**config.mk**
```make
export PLATFORM = sky130hd
export DESIGN_NAME = spreading_factor_slot_allocator
export DESIGN_NICKNAME = d
export VERILOG_FILES = /design/src/design/sfsa_pkg.sv /design/src/design/sfsa_divider.sv /design/src/design/sfsa_pool_bank.sv /design/src/design/spreading_factor_slot_allocator.sv
export SDC_FILE = /design/constraint.sdc
export NUM_CORES = 1
export LEC_CHECK = 0
export BUFFER_PORTS_ARGS = -buffer_cell sky130_fd_sc_hd__buf_2
export CAP_MARGIN = 20
export CORE_AREA = 2 2 217 219
export DETAILED_ROUTE_END_ITERATION = 12
export DIE_AREA = 0 0 219 221
export MAX_ROUTING_LAYER = met4
export PLACE_DENSITY_LB_ADDON = 0.08
export SETUP_SLACK_MARGIN = 0.1
export SLEW_MARGIN = 15
export SYNTH_ARGS = -nofsm -noshare
export SYNTH_HDL_FRONTEND = slang
export SYNTH_HIERARCHICAL = 1
export SYNTH_SLANG_ARGS = --single-unit
```
**constraint.sdc**
```tcl
create_clock -name clk -period 7.51 [get_ports clk]
set_input_delay 1.1265 -clock clk [delete_from_list [all_inputs] [get_ports clk]]
set_output_delay 1.1265 -clock clk [all_outputs]
set_load 0.02 [all_outputs]
```
**src/design/sfsa_pkg.sv**
```systemverilog
// shared types, constants and helpers of the spreading factor slot allocator
package sfsa_pkg;

	localparam int NUM_FACTORS = 6;
	localparam int IDX_W = $clog2(NUM_FACTORS + 1);
	localparam int HP_W = 24;
	localparam int POOL_W = 32;
	localparam int TOTAL_W = 25;
	localparam int SF_W = 4;
	localparam int SF_BASE = 7;
	localparam logic [HP_W-1:0] RESET_HP = 24'd16000;

	localparam logic [1:0] CMD_ADD = 2'd0;
	localparam logic [1:0] CMD_RELEASE = 2'd1;
	localparam logic [1:0] CMD_RELOAD = 2'd2;

	typedef enum logic [1:0] {
		OP_NONE,
		OP_RELOAD,
		OP_ADD,
		OP_RELEASE
	} op_t;

	typedef struct packed {
		op_t op;
		logic [IDX_W-1:0] min_k;
		logic [IDX_W-1:0] max_k;
		logic [IDX_W-1:0] rel_k;
		logic [HP_W-1:0] need;
		logic [HP_W-1:0] hp;
	} pool_req_t;

	typedef struct packed {
		logic done;
		logic accepted;
		logic [SF_W-1:0] assigned_sf;
		logic [POOL_W-1:0] free_total;
		logic [TOTAL_W-1:0] pool_total;
	} pool_rsp_t;

	// lowest pool index the distance allows, NUM_FACTORS when out of range
	function automatic logic [IDX_W-1:0] min_index(input logic [15:0] d);
		logic [IDX_W-1:0] k;
		if (d < 16'd125) k = IDX_W'(0);
		else if (d < 16'd250) k = IDX_W'(1);
		else if (d < 16'd500) k = IDX_W'(2);
		else if (d < 16'd1000) k = IDX_W'(3);
		else if (d < 16'd2000) k = IDX_W'(4);
		else if (d < 16'd4000) k = IDX_W'(5);
		else k = IDX_W'(NUM_FACTORS);
		return k;
	endfunction

	// highest pool index the period allows, valid only above 100
	function automatic logic [IDX_W-1:0] max_index(input logic [HP_W-1:0] p);
		logic [IDX_W-1:0] k;
		if (p > 24'd3200) k = IDX_W'(5);
		else if (p > 24'd1600) k = IDX_W'(4);
		else if (p > 24'd800) k = IDX_W'(3);
		else if (p > 24'd400) k = IDX_W'(2);
		else if (p > 24'd200) k = IDX_W'(1);
		else k = IDX_W'(0);
		return k;
	endfunction

	localparam logic [HP_W-1:0] MAX_P_FLOOR = 24'd100;

	function automatic logic [POOL_W-1:0] reset_pool(input int i);
		return POOL_W'(RESET_HP >> i);
	endfunction

	function automatic logic [TOTAL_W-1:0] reset_total();
		logic [TOTAL_W-1:0] s;
		s = '0;
		for (int i = 0; i < NUM_FACTORS; i++) begin
			s = s + TOTAL_W'(RESET_HP >> i);
		end
		return s;
	endfunction

endpackage

```
**src/design/sfsa_divider.sv**
```systemverilog
// bit-serial restoring divider, one quotient bit per cycle
module sfsa_divider (
	input  logic clk,
	input  logic arst_n,
	input  logic start,
	input  logic [sfsa_pkg::HP_W-1:0] dividend,
	input  logic [sfsa_pkg::HP_W-1:0] divisor,
	output logic done,
	output logic [sfsa_pkg::HP_W-1:0] quotient
);

	localparam int W = sfsa_pkg::HP_W;
	localparam int CNT_W = $clog2(W + 1);

	logic [W-1:0] rem_q;
	logic [W-1:0] quo_q;
	logic [W-1:0] div_q;
	logic [CNT_W-1:0] cnt_q;
	logic run_q;
	logic done_q;

	logic [W:0] shifted;
	logic [W:0] trial;
	logic fits;

	assign shifted = {rem_q, quo_q[W-1]};
	assign trial = shifted - {1'b0, div_q};
	assign fits = ~trial[W];

	always_ff @(posedge clk or negedge arst_n) begin
		if (!arst_n) begin
			run_q <= 1'b0;
			done_q <= 1'b0;
			cnt_q <= '0;
		end else begin
			done_q <= 1'b0;
			if (start) begin
				run_q <= 1'b1;
				cnt_q <= CNT_W'(W);
			end else if (run_q) begin
				cnt_q <= cnt_q - CNT_W'(1);
				if (cnt_q == CNT_W'(1)) begin
					run_q <= 1'b0;
					done_q <= 1'b1;
				end
			end
		end
	end

	always_ff @(posedge clk) begin
		if (start) begin
			rem_q <= '0;
			quo_q <= dividend;
			div_q <= divisor;
		end else if (run_q) begin
			rem_q <= fits ? trial[W-1:0] : shifted[W-1:0];
			quo_q <= {quo_q[W-2:0], fits};
		end
	end

	assign done = done_q;
	assign quotient = quo_q;

	a_done_after_run: assert property (@(posedge clk) disable iff (!arst_n)
		done |-> $past(run_q)) else $error("divider done without a run");
	a_no_done_while_run: assert property (@(posedge clk) disable iff (!arst_n)
		done |-> !run_q) else $error("divider done while still running");
	a_count_bounded: assert property (@(posedge clk) disable iff (!arst_n)
		run_q |-> (cnt_q != '0)) else $error("divider count ran out while busy");

endmodule

```
**src/design/sfsa_pool_bank.sv**
```systemverilog
// six slot pools in a rotating register line, one pool handled per cycle
module sfsa_pool_bank #(
	parameter int NUM_FACTORS = sfsa_pkg::NUM_FACTORS
) (
	input  logic clk,
	input  logic arst_n,
	input  logic go,
	input  sfsa_pkg::pool_req_t req,
	output sfsa_pkg::pool_rsp_t rsp
);

	localparam int IW = sfsa_pkg::IDX_W;
	localparam int PW = sfsa_pkg::POOL_W;
	localparam int HW = sfsa_pkg::HP_W;
	localparam int TW = sfsa_pkg::TOTAL_W;
	localparam int SW = sfsa_pkg::SF_W;
	localparam int AW = PW + 3;

	logic [PW-1:0] pool_q [NUM_FACTORS];
	logic [TW-1:0] total_q;
	logic [IW-1:0] idx_q;
	logic active_q;
	logic found_q;
	logic [SW-1:0] granted_q;
	logic [AW-1:0] acc_q;
	logic [TW-1:0] tot_acc_q;
	logic [HW-1:0] hp_sh_q;
	logic done_q;
	logic accepted_q;
	logic [SW-1:0] assigned_q;
	logic [PW-1:0] free_q;

	logic [PW-1:0] head;
	logic [PW-1:0] upd;
	logic [PW:0] rel_sum;
	logic hit_add;
	logic hit_rel;
	logic last;
	logic [AW-1:0] acc_next;
	logic [TW-1:0] tot_next;

	assign head = pool_q[0];
	assign last = (idx_q == IW'(NUM_FACTORS - 1));
	assign hit_add = (req.op == sfsa_pkg::OP_ADD) && !found_q && (idx_q >= req.min_k)
		&& (idx_q <= req.max_k) && (head >= {{(PW-HW){1'b0}}, req.need});
	assign hit_rel = (req.op == sfsa_pkg::OP_RELEASE) && (idx_q == req.rel_k);
	assign rel_sum = {1'b0, head} + {{(PW-HW+1){1'b0}}, req.need};
	assign tot_next = tot_acc_q + {{(TW-HW){1'b0}}, hp_sh_q};

	always_comb begin
		upd = head;
		case (req.op)
			sfsa_pkg::OP_RELOAD: upd = {{(PW-HW){1'b0}}, hp_sh_q};
			sfsa_pkg::OP_ADD: begin
				if (hit_add) upd = head - {{(PW-HW){1'b0}}, req.need};
			end
			sfsa_pkg::OP_RELEASE: begin
				// saturate at the top of the pool
				if (hit_rel) upd = rel_sum[PW] ? '1 : rel_sum[PW-1:0];
			end
			default: upd = head;
		endcase
	end

	assign acc_next = acc_q + {3'b000, upd};

	always_ff @(posedge clk or negedge arst_n) begin
		if (!arst_n) begin
			for (int i = 0; i < NUM_FACTORS; i++) begin
				pool_q[i] <= sfsa_pkg::reset_pool(i);
			end
			total_q <= sfsa_pkg::reset_total();
			active_q <= 1'b0;
			done_q <= 1'b0;
			idx_q <= '0;
			found_q <= 1'b0;
		end else begin
			done_q <= 1'b0;
			if (go) begin
				active_q <= 1'b1;
				idx_q <= '0;
				found_q <= 1'b0;
			end else if (active_q) begin
				// rotate: after the last pool the line is back in order
				for (int i = 0; i < NUM_FACTORS - 1; i++) begin
					pool_q[i] <= pool_q[i+1];
				end
				pool_q[NUM_FACTORS-1] <= upd;
				idx_q <= idx_q + IW'(1);
				if (hit_add || hit_rel) found_q <= 1'b1;
				if (last) begin
					active_q <= 1'b0;
					done_q <= 1'b1;
					if (req.op == sfsa_pkg::OP_RELOAD) total_q <= tot_next;
				end
			end
		end
	end

	always_ff @(posedge clk) begin
		if (go) begin
			acc_q <= '0;
			tot_acc_q <= '0;
			hp_sh_q <= req.hp;
			granted_q <= '0;
		end else if (active_q) begin
			acc_q <= acc_next;
			tot_acc_q <= tot_next;
			hp_sh_q <= hp_sh_q >> 1;
			if (hit_add) granted_q <= SW'(sfsa_pkg::SF_BASE) + SW'(idx_q);
			if (last) begin
				accepted_q <= found_q || hit_add || hit_rel;
				assigned_q <= hit_add ? SW'(sfsa_pkg::SF_BASE) + SW'(idx_q) : granted_q;
				free_q <= (acc_next[AW-1:PW] != '0) ? '1 : acc_next[PW-1:0];
			end
		end
	end

	assign rsp.done = done_q;
	assign rsp.accepted = accepted_q;
	assign rsp.assigned_sf = assigned_q;
	assign rsp.free_total = free_q;
	assign rsp.pool_total = total_q;

	a_done_ends_walk: assert property (@(posedge clk) disable iff (!arst_n)
		done_q |-> !active_q && $past(active_q)) else $error("done without a walk");
	a_index_range: assert property (@(posedge clk) disable iff (!arst_n)
		active_q |-> (idx_q < IW'(NUM_FACTORS))) else $error("pool index out of range");
	a_single_grant: assert property (@(posedge clk) disable iff (!arst_n)
		hit_add && active_q |-> !found_q) else $error("second grant in one walk");

endmodule

```
**src/design/spreading_factor_slot_allocator.sv**
```systemverilog
// top level: command decode, slot demand divider and pool bank sequencing
// with a nonzero period, a 24-step bit-serial divide of hyperperiod by period
// runs first, followed by a walk over the six pools of the rotating pool line;
// a zero period goes straight to the walk
// busy stays high from accept until done; no new item is taken meanwhile
// reset: pools reload to 16000 >> index, hyperperiod to 16000, block idle
module spreading_factor_slot_allocator #(
	parameter int NUM_FACTORS = sfsa_pkg::NUM_FACTORS
) (
	input  logic clk,
	input  logic arst_n,
	input  logic start,
	output logic busy,
	input  logic [1:0] command,
	input  logic [15:0] distance_half_m,
	input  logic [sfsa_pkg::HP_W-1:0] period,
	input  logic [3:0] sf_in,
	input  logic hyperperiod_we,
	input  logic [sfsa_pkg::HP_W-1:0] hyperperiod_wdata,
	output logic done,
	output logic accepted,
	output logic [sfsa_pkg::SF_W-1:0] assigned_sf,
	output logic [sfsa_pkg::POOL_W-1:0] free_total,
	output logic [sfsa_pkg::TOTAL_W-1:0] pool_total
);

	localparam int IW = sfsa_pkg::IDX_W;
	localparam int HW = sfsa_pkg::HP_W;

	typedef enum logic [1:0] {
		ST_IDLE,
		ST_DIV,
		ST_WAIT
	} state_t;

	state_t state_q;
	logic [HW-1:0] hp_q;
	logic div_start_q;
	logic pool_go_q;
	sfsa_pkg::op_t op_q;
	logic [IW-1:0] min_k_q;
	logic [IW-1:0] max_k_q;
	logic [IW-1:0] rel_k_q;
	logic [HW-1:0] need_q;
	logic [HW-1:0] period_q_hold;

	logic accept;
	logic div_done;
	logic [HW-1:0] quotient;
	sfsa_pkg::op_t op_dec;
	sfsa_pkg::pool_req_t req;
	sfsa_pkg::pool_rsp_t rsp;

	assign accept = start && (state_q == ST_IDLE);
	assign busy = (state_q != ST_IDLE);

	always_comb begin
		op_dec = sfsa_pkg::OP_NONE;
		case (command)
			sfsa_pkg::CMD_ADD: begin
				if (period > sfsa_pkg::MAX_P_FLOOR) op_dec = sfsa_pkg::OP_ADD;
			end
			sfsa_pkg::CMD_RELEASE: begin
				if (sf_in >= 4'd7 && sf_in <= 4'd12 && period != '0)
					op_dec = sfsa_pkg::OP_RELEASE;
			end
			sfsa_pkg::CMD_RELOAD: op_dec = sfsa_pkg::OP_RELOAD;
			default: op_dec = sfsa_pkg::OP_NONE;
		endcase
	end

	always_ff @(posedge clk or negedge arst_n) begin
		if (!arst_n) begin
			state_q <= ST_IDLE;
			hp_q <= sfsa_pkg::RESET_HP;
			div_start_q <= 1'b0;
			pool_go_q <= 1'b0;
		end else begin
			if (hyperperiod_we) hp_q <= hyperperiod_wdata;
			div_start_q <= 1'b0;
			pool_go_q <= 1'b0;
			case (state_q)
				ST_IDLE: begin
					if (accept) begin
						if (period != '0) begin
							div_start_q <= 1'b1;
							state_q <= ST_DIV;
						end else begin
							pool_go_q <= 1'b1;
							state_q <= ST_WAIT;
						end
					end
				end
				ST_DIV: begin
					if (div_done) begin
						pool_go_q <= 1'b1;
						state_q <= ST_WAIT;
					end
				end
				ST_WAIT: begin
					if (rsp.done) state_q <= ST_IDLE;
				end
				default: state_q <= ST_IDLE;
			endcase
		end
	end

	always_ff @(posedge clk) begin
		if (accept) begin
			op_q <= op_dec;
			min_k_q <= sfsa_pkg::min_index(distance_half_m);
			max_k_q <= sfsa_pkg::max_index(period);
			rel_k_q <= IW'(sf_in - 4'd7);
			need_q <= '0;
		end else if (div_done) begin
			need_q <= quotient;
		end
	end

	assign req.op = op_q;
	assign req.min_k = min_k_q;
	assign req.max_k = max_k_q;
	assign req.rel_k = rel_k_q;
	assign req.need = need_q;
	assign req.hp = hp_q;

	sfsa_divider u_div (
		.clk(clk),
		.arst_n(arst_n),
		.start(div_start_q),
		.dividend(hp_q),
		.divisor(period_q_hold),
		.done(div_done),
		.quotient(quotient)
	);

	always_ff @(posedge clk) begin
		if (accept) period_q_hold <= period;
	end

	sfsa_pool_bank #(
		.NUM_FACTORS(NUM_FACTORS)
	) u_pools (
		.clk(clk),
		.arst_n(arst_n),
		.go(pool_go_q),
		.req(req),
		.rsp(rsp)
	);

	assign done = rsp.done;
	assign accepted = rsp.accepted;
	assign assigned_sf = rsp.assigned_sf;
	assign free_total = rsp.free_total;
	assign pool_total = rsp.pool_total;

	a_done_while_busy: assert property (@(posedge clk) disable iff (!arst_n)
		done |-> busy) else $error("result strobe outside an item");
	a_accept_sets_busy: assert property (@(posedge clk) disable iff (!arst_n)
		start && !busy |=> busy) else $error("item taken but block not busy");
	a_grant_range: assert property (@(posedge clk) disable iff (!arst_n)
		done && assigned_sf != '0 |-> accepted && assigned_sf >= 4'd7 && assigned_sf <= 4'd12)
		else $error("granted factor out of range");

endmodule

```
==> flow_summary.json, run 1 <==
{
  "status": "complete, no violations",
  "wl_per_cell_um": 21.2,
  "synth_ff_type": "dfrtp_1",
  "ant_nets": 0,
  "peakVddDrop_v": 0.000332,
  "syn_to_final_growth_pct": 10.4,
  "synthArstFlopShare_pct": 50.2,
  "swShare_pct": 43.5,
  "ys_types": 99,
  "initial_core_util_pct": 61.2,
  "min_from": "period_q_hold[9]",
  "crit_start": "u_pools/head[0]",
  "syn_inst": 3030,
  "synth_edf_count": 144,
  "postCtsResizedCells": 0,
  "min_period_ns": 6.98,
  "hold_path.class": "reg -> reg",
  "gp_congestion": 1.07,
  "max_slew_margin_pct": 29.9,
  "synthesis.area_mm2": 0.0282,
  "r2r-start": "u_pools/head[0]",
  "setup_viol": 0,
  "grt_max_degree": 153,
  "antenna_found_initial": 6,
  "drv_cap": 0,
  "p_int_mw": 8.40,
  "timing.fmax_mhz": 143,
  "p_leak_nw": 14.0,
  "yosys_warnings": 6,
  "tritoncts": "yes",
  "ios": 138,
  "grtUsageMet2_pct": 53.9,
  "cp.buffers_inverters": 4,
  "start_kind": "register",
  "postCtsSetupBuffers": 0,
  "drt_first_pass_iters": 6,
  "power_density_mw_per_mm2": 478,
  "slowest_stage": "o21ai_1",
  "p_sw_mw": 6.47,
  "maxSlewViolCount": 0,
  "viasPerCell": 6.10,
  "cts_root_buf": "clkbuf_16",
  "yosys.area.top_type": "dfrtp_1",
  "clk_latency_ns": 0.61,
  "tns_ns": 0,
  "path_delay_family": "compound AO/OA/AOI/OAI gates",
  "vias": 22900,
  "htree_levels": 2,
  "grtUsageTotal_pct": 33.7,
  "power_frac_seq_pct": 31.8,
  "cp.arrival_ns": 7.28,
  "clockPowerShare_pct": 17.6,
  "finalHoldViolCount": 0,
  "path_depth": 24,
  "fin_nets": 3329,
  "instances_no_fill": 3763,
  "cts_sinks": 514,
  "ys_seq_elements": 514,
  "die_x_um": 219,
  "finalWirelength_um": 79600,
  "numCtsBuffers": 54,
  "dieArea_mm2": 0.0484,
  "skew_ns": 0.0240,
  "grt_use_met1_pct": 43.3,
  "crit_end": "u_pools/free_q[2]",
  "reg2regPathDepth": 24,
  "initialDrtViolationCount": 2224,
  "drcViolationCount": 0,
  "die_h_um": 221,
  "grt_pass1_wl_um": 123000,
  "fp.coreArea_mm2": 0.0461,
  "syn_avg_cell_area_um2": 9.30,
  "synth_nets": 3250,
  "grt.busiest_layer": "met2",
  "cp.required_ns": 7.82,
  "yosysMostFrequentCell": "nand2_1",
  "period_share_pct": 92.9,
  "grt_pass1_vias": 22100,
  "crit_fanout": 32,
  "drive_gt1_share_pct": 13.9,
  "crit_type": "reg -> reg",
  "regToRegEndpoint": "u_pools/free_q[2]",
  "synth_top_area_share_pct": 18.5,
  "reg2reg_slack_ns": 0.53,
  "hold_buffers": 0,
  "worst_path_most_repeated_cell": "o21ai_0",
  "rsz0062_at_grt": "no",
  "rows": 79,
  "clockBufferDepth": 3,
  "synth.top_cells.by_count": "nand2_1, nor2_1, dfrtp_1",
  "portBuffers": 137,
  "p_comb_share_pct": 50.6,
  "dpl.hpwl_um": 56700,
  "cp_cell_sequence": "inv_1, ha_1, inv_1, fa_1, nand3_1, a21oi_1, o21ai_0, a31oi_1, o21ai_1, mux2i_1, o21ai_0, o21ai_0, a21oi_1, ha_1, a21oi_1, o21ai_0, a211o_1, a211oi_1, buf_4, a21oi_1, or3b_2, a21oi_2, buf_12, o21ai_0",
  "yosys-top-cells-area": "dfrtp_1, edfxtp_1, nand2_1",
  "endpoint_kind": "register",
  "cpPeakStageDelay_ns": 0.72,
  "worstMarginPinSlew_ns": 1.05,
  "dp_cells": 3658,
  "grt_util_met3_pct": 4.18,
  "clk_pin_slew_ns": 0.06,
  "ys_seq_area_share_pct": 46.4,
  "gr-total-overflow": 0
}
==> power groups by stage <==
stage	Sequential [mW]	Combinational (mW)	Clock (mW)
after CTS	4.71	7.39	2.66
final	4.73	7.53	2.62
after detailed placement	4.75	7.32	0
after global placement	4.70	7.16	0
after global routing	4.82	8.22	2.78
after floorplan	4.55	5.36	0
==> cell families (layout without fill, tap and decap cells) <==
logic type	after synthesis	after routing	synth area share, %
fa+ha+maj	146	146	6.61
xor+xnor	115	115	3.64
buf+inv	272	397	3.88
compound gates	642	642	14.9
mux	174	174	6.61
simple gates	1167	1167	17.9
flops	514	514	46.4
other cells	0	1	0
==> how the worst min path moves through the flow <==
stage          slack [ns]  cells after the start         endpoint
2_1_floorplan        0.40                      0   u_div/div_q[0]
3_3_place_gp         0.40                      0  u_div/div_q[21]
3_5_place_dp         0.40                      0   u_div/div_q[9]
4_1_cts              0.42                      0   u_div/div_q[9]
5_1_grt              0.43                      0   u_div/div_q[4]
6_report             0.42                      0   u_div/div_q[9]
==> layout make-up <==
type                       count  area [um2]
fill                        3625       14900
multi-input combinational   2244       14100
sequential                   514       13100
clock buffer                  70        1450
timing repair buffer         178        1060
tap                          607         759
inverter                     117         439
clock inverter                32         268
antenna                        1        2.50
==> metrics by stage <==
stage	worst slack (ns)	instance area (um2)	total power [mW]	utilization, %	hold WS, ns
after floorplan	1.64	28200	9.92	-	0.400
after global placement	0.698	29400	11.9	63.7	0.402
after detailed placement	0.597	29400	12.1	63.7	0.405
after CTS	0.581	31100	14.8	67.5	0.416
after global routing	0.143	31100	15.8	67.6	0.428
final	0.534	31100	14.9	67.6	0.420
==> cells in the final DEF, fill, tap and decap left out, types with 43 or more instances in the layout <==
cell type  count
a211oi_1      43
a21oi_1      148
buf_2        136
clkbuf_16     55
dfrtp_1      205
dfstp_2       50
dfxtp_1      112
edfxtp_1     144
ha_1         141
inv_1        117
mux2_2        83
mux2i_1       88
nand2_1      681
nor2_1       220
o21ai_0      145
xnor2_1       68
xor2_1        46
==> worst register-to-register path: stages, from the launching register on <==
cell and delay (ns):
dfrtp_1 0.43, inv_1 0.09, ha_1 0.18, inv_1 0.07, fa_1 0.41, nand3_1 0.14
a21oi_1 0.13, o21ai_0 0.46, a31oi_1 0.19, o21ai_1 0.72, mux2i_1 0.18, o21ai_0 0.19
o21ai_0 0.24, a21oi_1 0.37, ha_1 0.30, a21oi_1 0.16, o21ai_0 0.22, a211o_1 0.42
a211oi_1 0.48, buf_4 0.22, a21oi_1 0.10, or3b_2 0.49, a21oi_2 0.20, buf_12 0.20
o21ai_0 0.12
==> state kept, by name, summed over array words and instances (netlist names), 4 cells and up <==
register	count
u_div/cnt_q	5
u_div/div_q	24
u_div/quotient	24
need_q	24
u_pools/head	32
u_pools/granted_q	4
u_pools/total_q	25
u_pools/free_q	32
u_pools/hp_sh_q	24
u_pools/acc_q	35
u_pools/assigned_q	4
u_div/rem_q	24
u_pools/pool_q	160
period_q_hold	24
hp_q	24
u_pools/tot_acc_q	25
==> routing by layer <==
metal  share of wire [%]  vias to the layer above
li1                    -                    10800
met1                  42                    11200
met2                  47                      835
met3                 6.3                      185
met4                 4.5                        0
met5                   0                        -
No activity file was read; power rests on OpenSTA's default activity.
==> inputs of run 2 (changes only) <==
RECOVER_POWER = 100   (was unset)
SLEW_MARGIN = unset   (was 15)
==> run 2 against run 1 <==
  * The flow now finishes with violations (capacitance limit, slew limit)
  * Sequential share of layout area increased by 0.34 points
  * Die area unchanged
  * Clock skew about the same
  * Global-route usage unchanged
  * Wire length increased by 0.34%
  * Largest cell class unchanged
==> flow_summary.json, run 2 (synthesis gave the netlist of run 1 again) <==
{
  "status": "finished, violations left",
  "violations": "capacitance limit, slew limit",
  "hold_buffers": 0,
  "peakVddDrop_v": 0.000334,
  "cts_sinks": 514,
  "grtUsageTotal_pct": 33.7,
  "period_share_pct": 95.1,
  "cts_root_buf": "clkbuf_16",
  "max_slew_margin_pct": -249,
  "finalHoldViolCount": 0,
  "drcViolationCount": 0,
  "antenna_found_initial": 6,
  "numCtsBuffers": 54,
  "gp_congestion": 1.07,
  "reg2regPathDepth": 23,
  "rows": 79,
  "power_frac_seq_pct": 31.9,
  "r2r-start": "need_q[11]",
  "htree_levels": 2,
  "drv_cap": 11,
  "power_density_mw_per_mm2": 481,
  "fill_cells": 3701,
  "drive_gt1_share_pct": 10.4,
  "postCtsResizedCells": 0,
  "maxSlewViolCount": 634,
  "drt_first_pass_iters": 7,
  "setup_viol": 0,
  "p_comb_share_pct": 50.5,
  "hold_path.class": "reg -> reg",
  "instances_no_fill": 3763,
  "dpl.hpwl_um": 56700,
  "tns_ns": 0,
  "dp_cells": 3658,
  "cp.required_ns": 7.83,
  "grt_pass1_wl_um": 123000,
  "ios": 138,
  "cp.arrival_ns": 7.46,
  "wl_per_cell_um": 21.2,
  "grt_max_degree": 153,
  "viasPerCell": 6.09,
  "portBuffers": 137,
  "endpoint_kind": "register",
  "final_common_cell": "nand2_1",
  "start_kind": "register",
  "largest_reg_flops": 160,
  "crit_type": "reg -> reg",
  "regToRegEndpoint": "u_pools/free_q[15]",
  "clockBufferDepth": 3,
  "postCtsSetupBuffers": 0,
  "syn_to_final_growth_pct": 9.53,
  "die_h_um": 221,
  "clk_latency_ns": 0.62,
  "worstMarginPinSlew_ns": 5.24,
  "fp.coreArea_mm2": 0.0461,
  "min_period_ns": 7.14,
  "whs_ns": 0.417,
  "fin_nets": 3329,
  "p_int_mw": 8.39,
  "p_sw_mw": 6.47,
  "initial_core_util_pct": 61.2,
  "dieArea_mm2": 0.0484,
  "crit_start": "need_q[11]",
  "reg2reg_slack_ns": 0.37,
  "min_path_cells": 0,
  "finalInstanceArea_mm2": 0.0309,
  "placed_area_mm2": 0.0294,
  "timing.fmax_mhz": 140,
  "top_register": "u_pools/pool_q",
  "finalWirelength_um": 79900,
  "crit_end": "u_pools/free_q[15]",
  "clk_pin_slew_ns": 0.06,
  "swShare_pct": 43.5,
  "grt_pass1_vias": 22100,
  "skew_ns": 0.0245,
  "reg_top3": "u_pools/pool_q (160), u_pools/acc_q (35)",
  "mostFrequentLayoutCells": "nand2_1, nor2_1, dfrtp_1, a21oi_1, o21ai_0",
  "p_leak_nw": 13.6,
  "initialDrtViolationCount": 2181,
  "tritoncts": "yes",
  "clockPowerShare_pct": 17.6,
  "die_x_um": 219,
  "rsz0062_at_grt": "no",
  "ant_nets": 0,
  "vias": 22900,
  "crit_fanout": 32,
  "power_mw": 14.9,
  "gr-total-overflow": 0
}
## run 2: cell types whose count changed in the layout (fill, tap and decap cells not counted), moves of 2 or more
cell      before  now
buf_2        136   47
clkbuf_2       0    2
buf_8          2    0
buf_4         37   26
or4_4          3    1
or4_1          3    5
clkbuf_1      13  113
nor2_4         3    1
## run 2: metrics by stage
stage	utilization, %	setup slack (ns)
floorplan	-	1.64
global placement	63.7	0.698
detailed placement	63.7	0.597
CTS	67.5	0.581
global route	67.0	0.0744
finish	67.0	0.371
## run 2: per-layer routing
| metal | wire length, um | up-vias | track usage [%] |
|---|---|---|---|
| met1 | 33300 | 11100 | 43.3 |
| met3 | 5220 | 187 | 4.18 |
| met5 | 0 | - | - |
| li1 | - | 10800 | - |
| met2 | 37800 | 856 | 53.9 |
| met4 | 3550 | 0 | 14.3 |
## run 2: layout make-up
class | count | area, um2 | share of cell area [%]
antenna | 1 | 2.50 | 0.00811
clock inverter | 32 | 268 | 0.867
inverter | 117 | 439 | 1.42
sequential | 514 | 13100 | 42.4
tap | 607 | 759 | 2.46
multi-input combinational | 2244 | 14000 | 45.3
clock buffer | 70 | 1450 | 4.71
timing repair buffer | 178 | 866 | 2.80
## run 2: worst min path at each step
stage	slack (ns)	start	endpoint
global placement	0.40	period_q_hold[21]	u_div/div_q[21]
detailed placement	0.40	period_q_hold[9]	u_div/div_q[9]
floorplan	0.40	period_q_hold[0]	u_div/div_q[0]
global route	0.43	period_q_hold[4]	u_div/div_q[4]
CTS	0.42	period_q_hold[9]	u_div/div_q[9]
finish	0.42	period_q_hold[9]	u_div/div_q[9]
## run 2: worst max-delay path, cell delays in order (launching register included)
cell and delay [ns]:
dfxtp_1 0.37, inv_1 0.06, ha_1 0.51, inv_1 0.17, o31ai_1 0.53, a21oi_1 0.31, a31oi_1 0.29, o21a_2 0.44
clkbuf_1 0.46, mux2i_1 0.13, o21ai_0 0.14, o21ai_0 0.13, a21oi_1 0.39, ha_1 0.37, nand3_1 0.11, o21ai_0 0.18
a211o_1 0.43, a211oi_1 0.48, buf_4 0.22, a21oi_1 0.10, or3b_2 0.49, a21oi_2 0.20, buf_12 0.19, o21ai_0 0.13
## run 2: power by group through the flow
stage          logic [mW]  clock network (mW)  registers [mW]
2_1_floorplan        5.36                   0            4.55
3_3_place_gp         7.16                   0            4.70
3_5_place_dp         7.32                   0            4.75
4_1_cts              7.39                2.66            4.71
5_1_grt              8.20                2.78            4.83
6_report             7.51                2.62            4.74
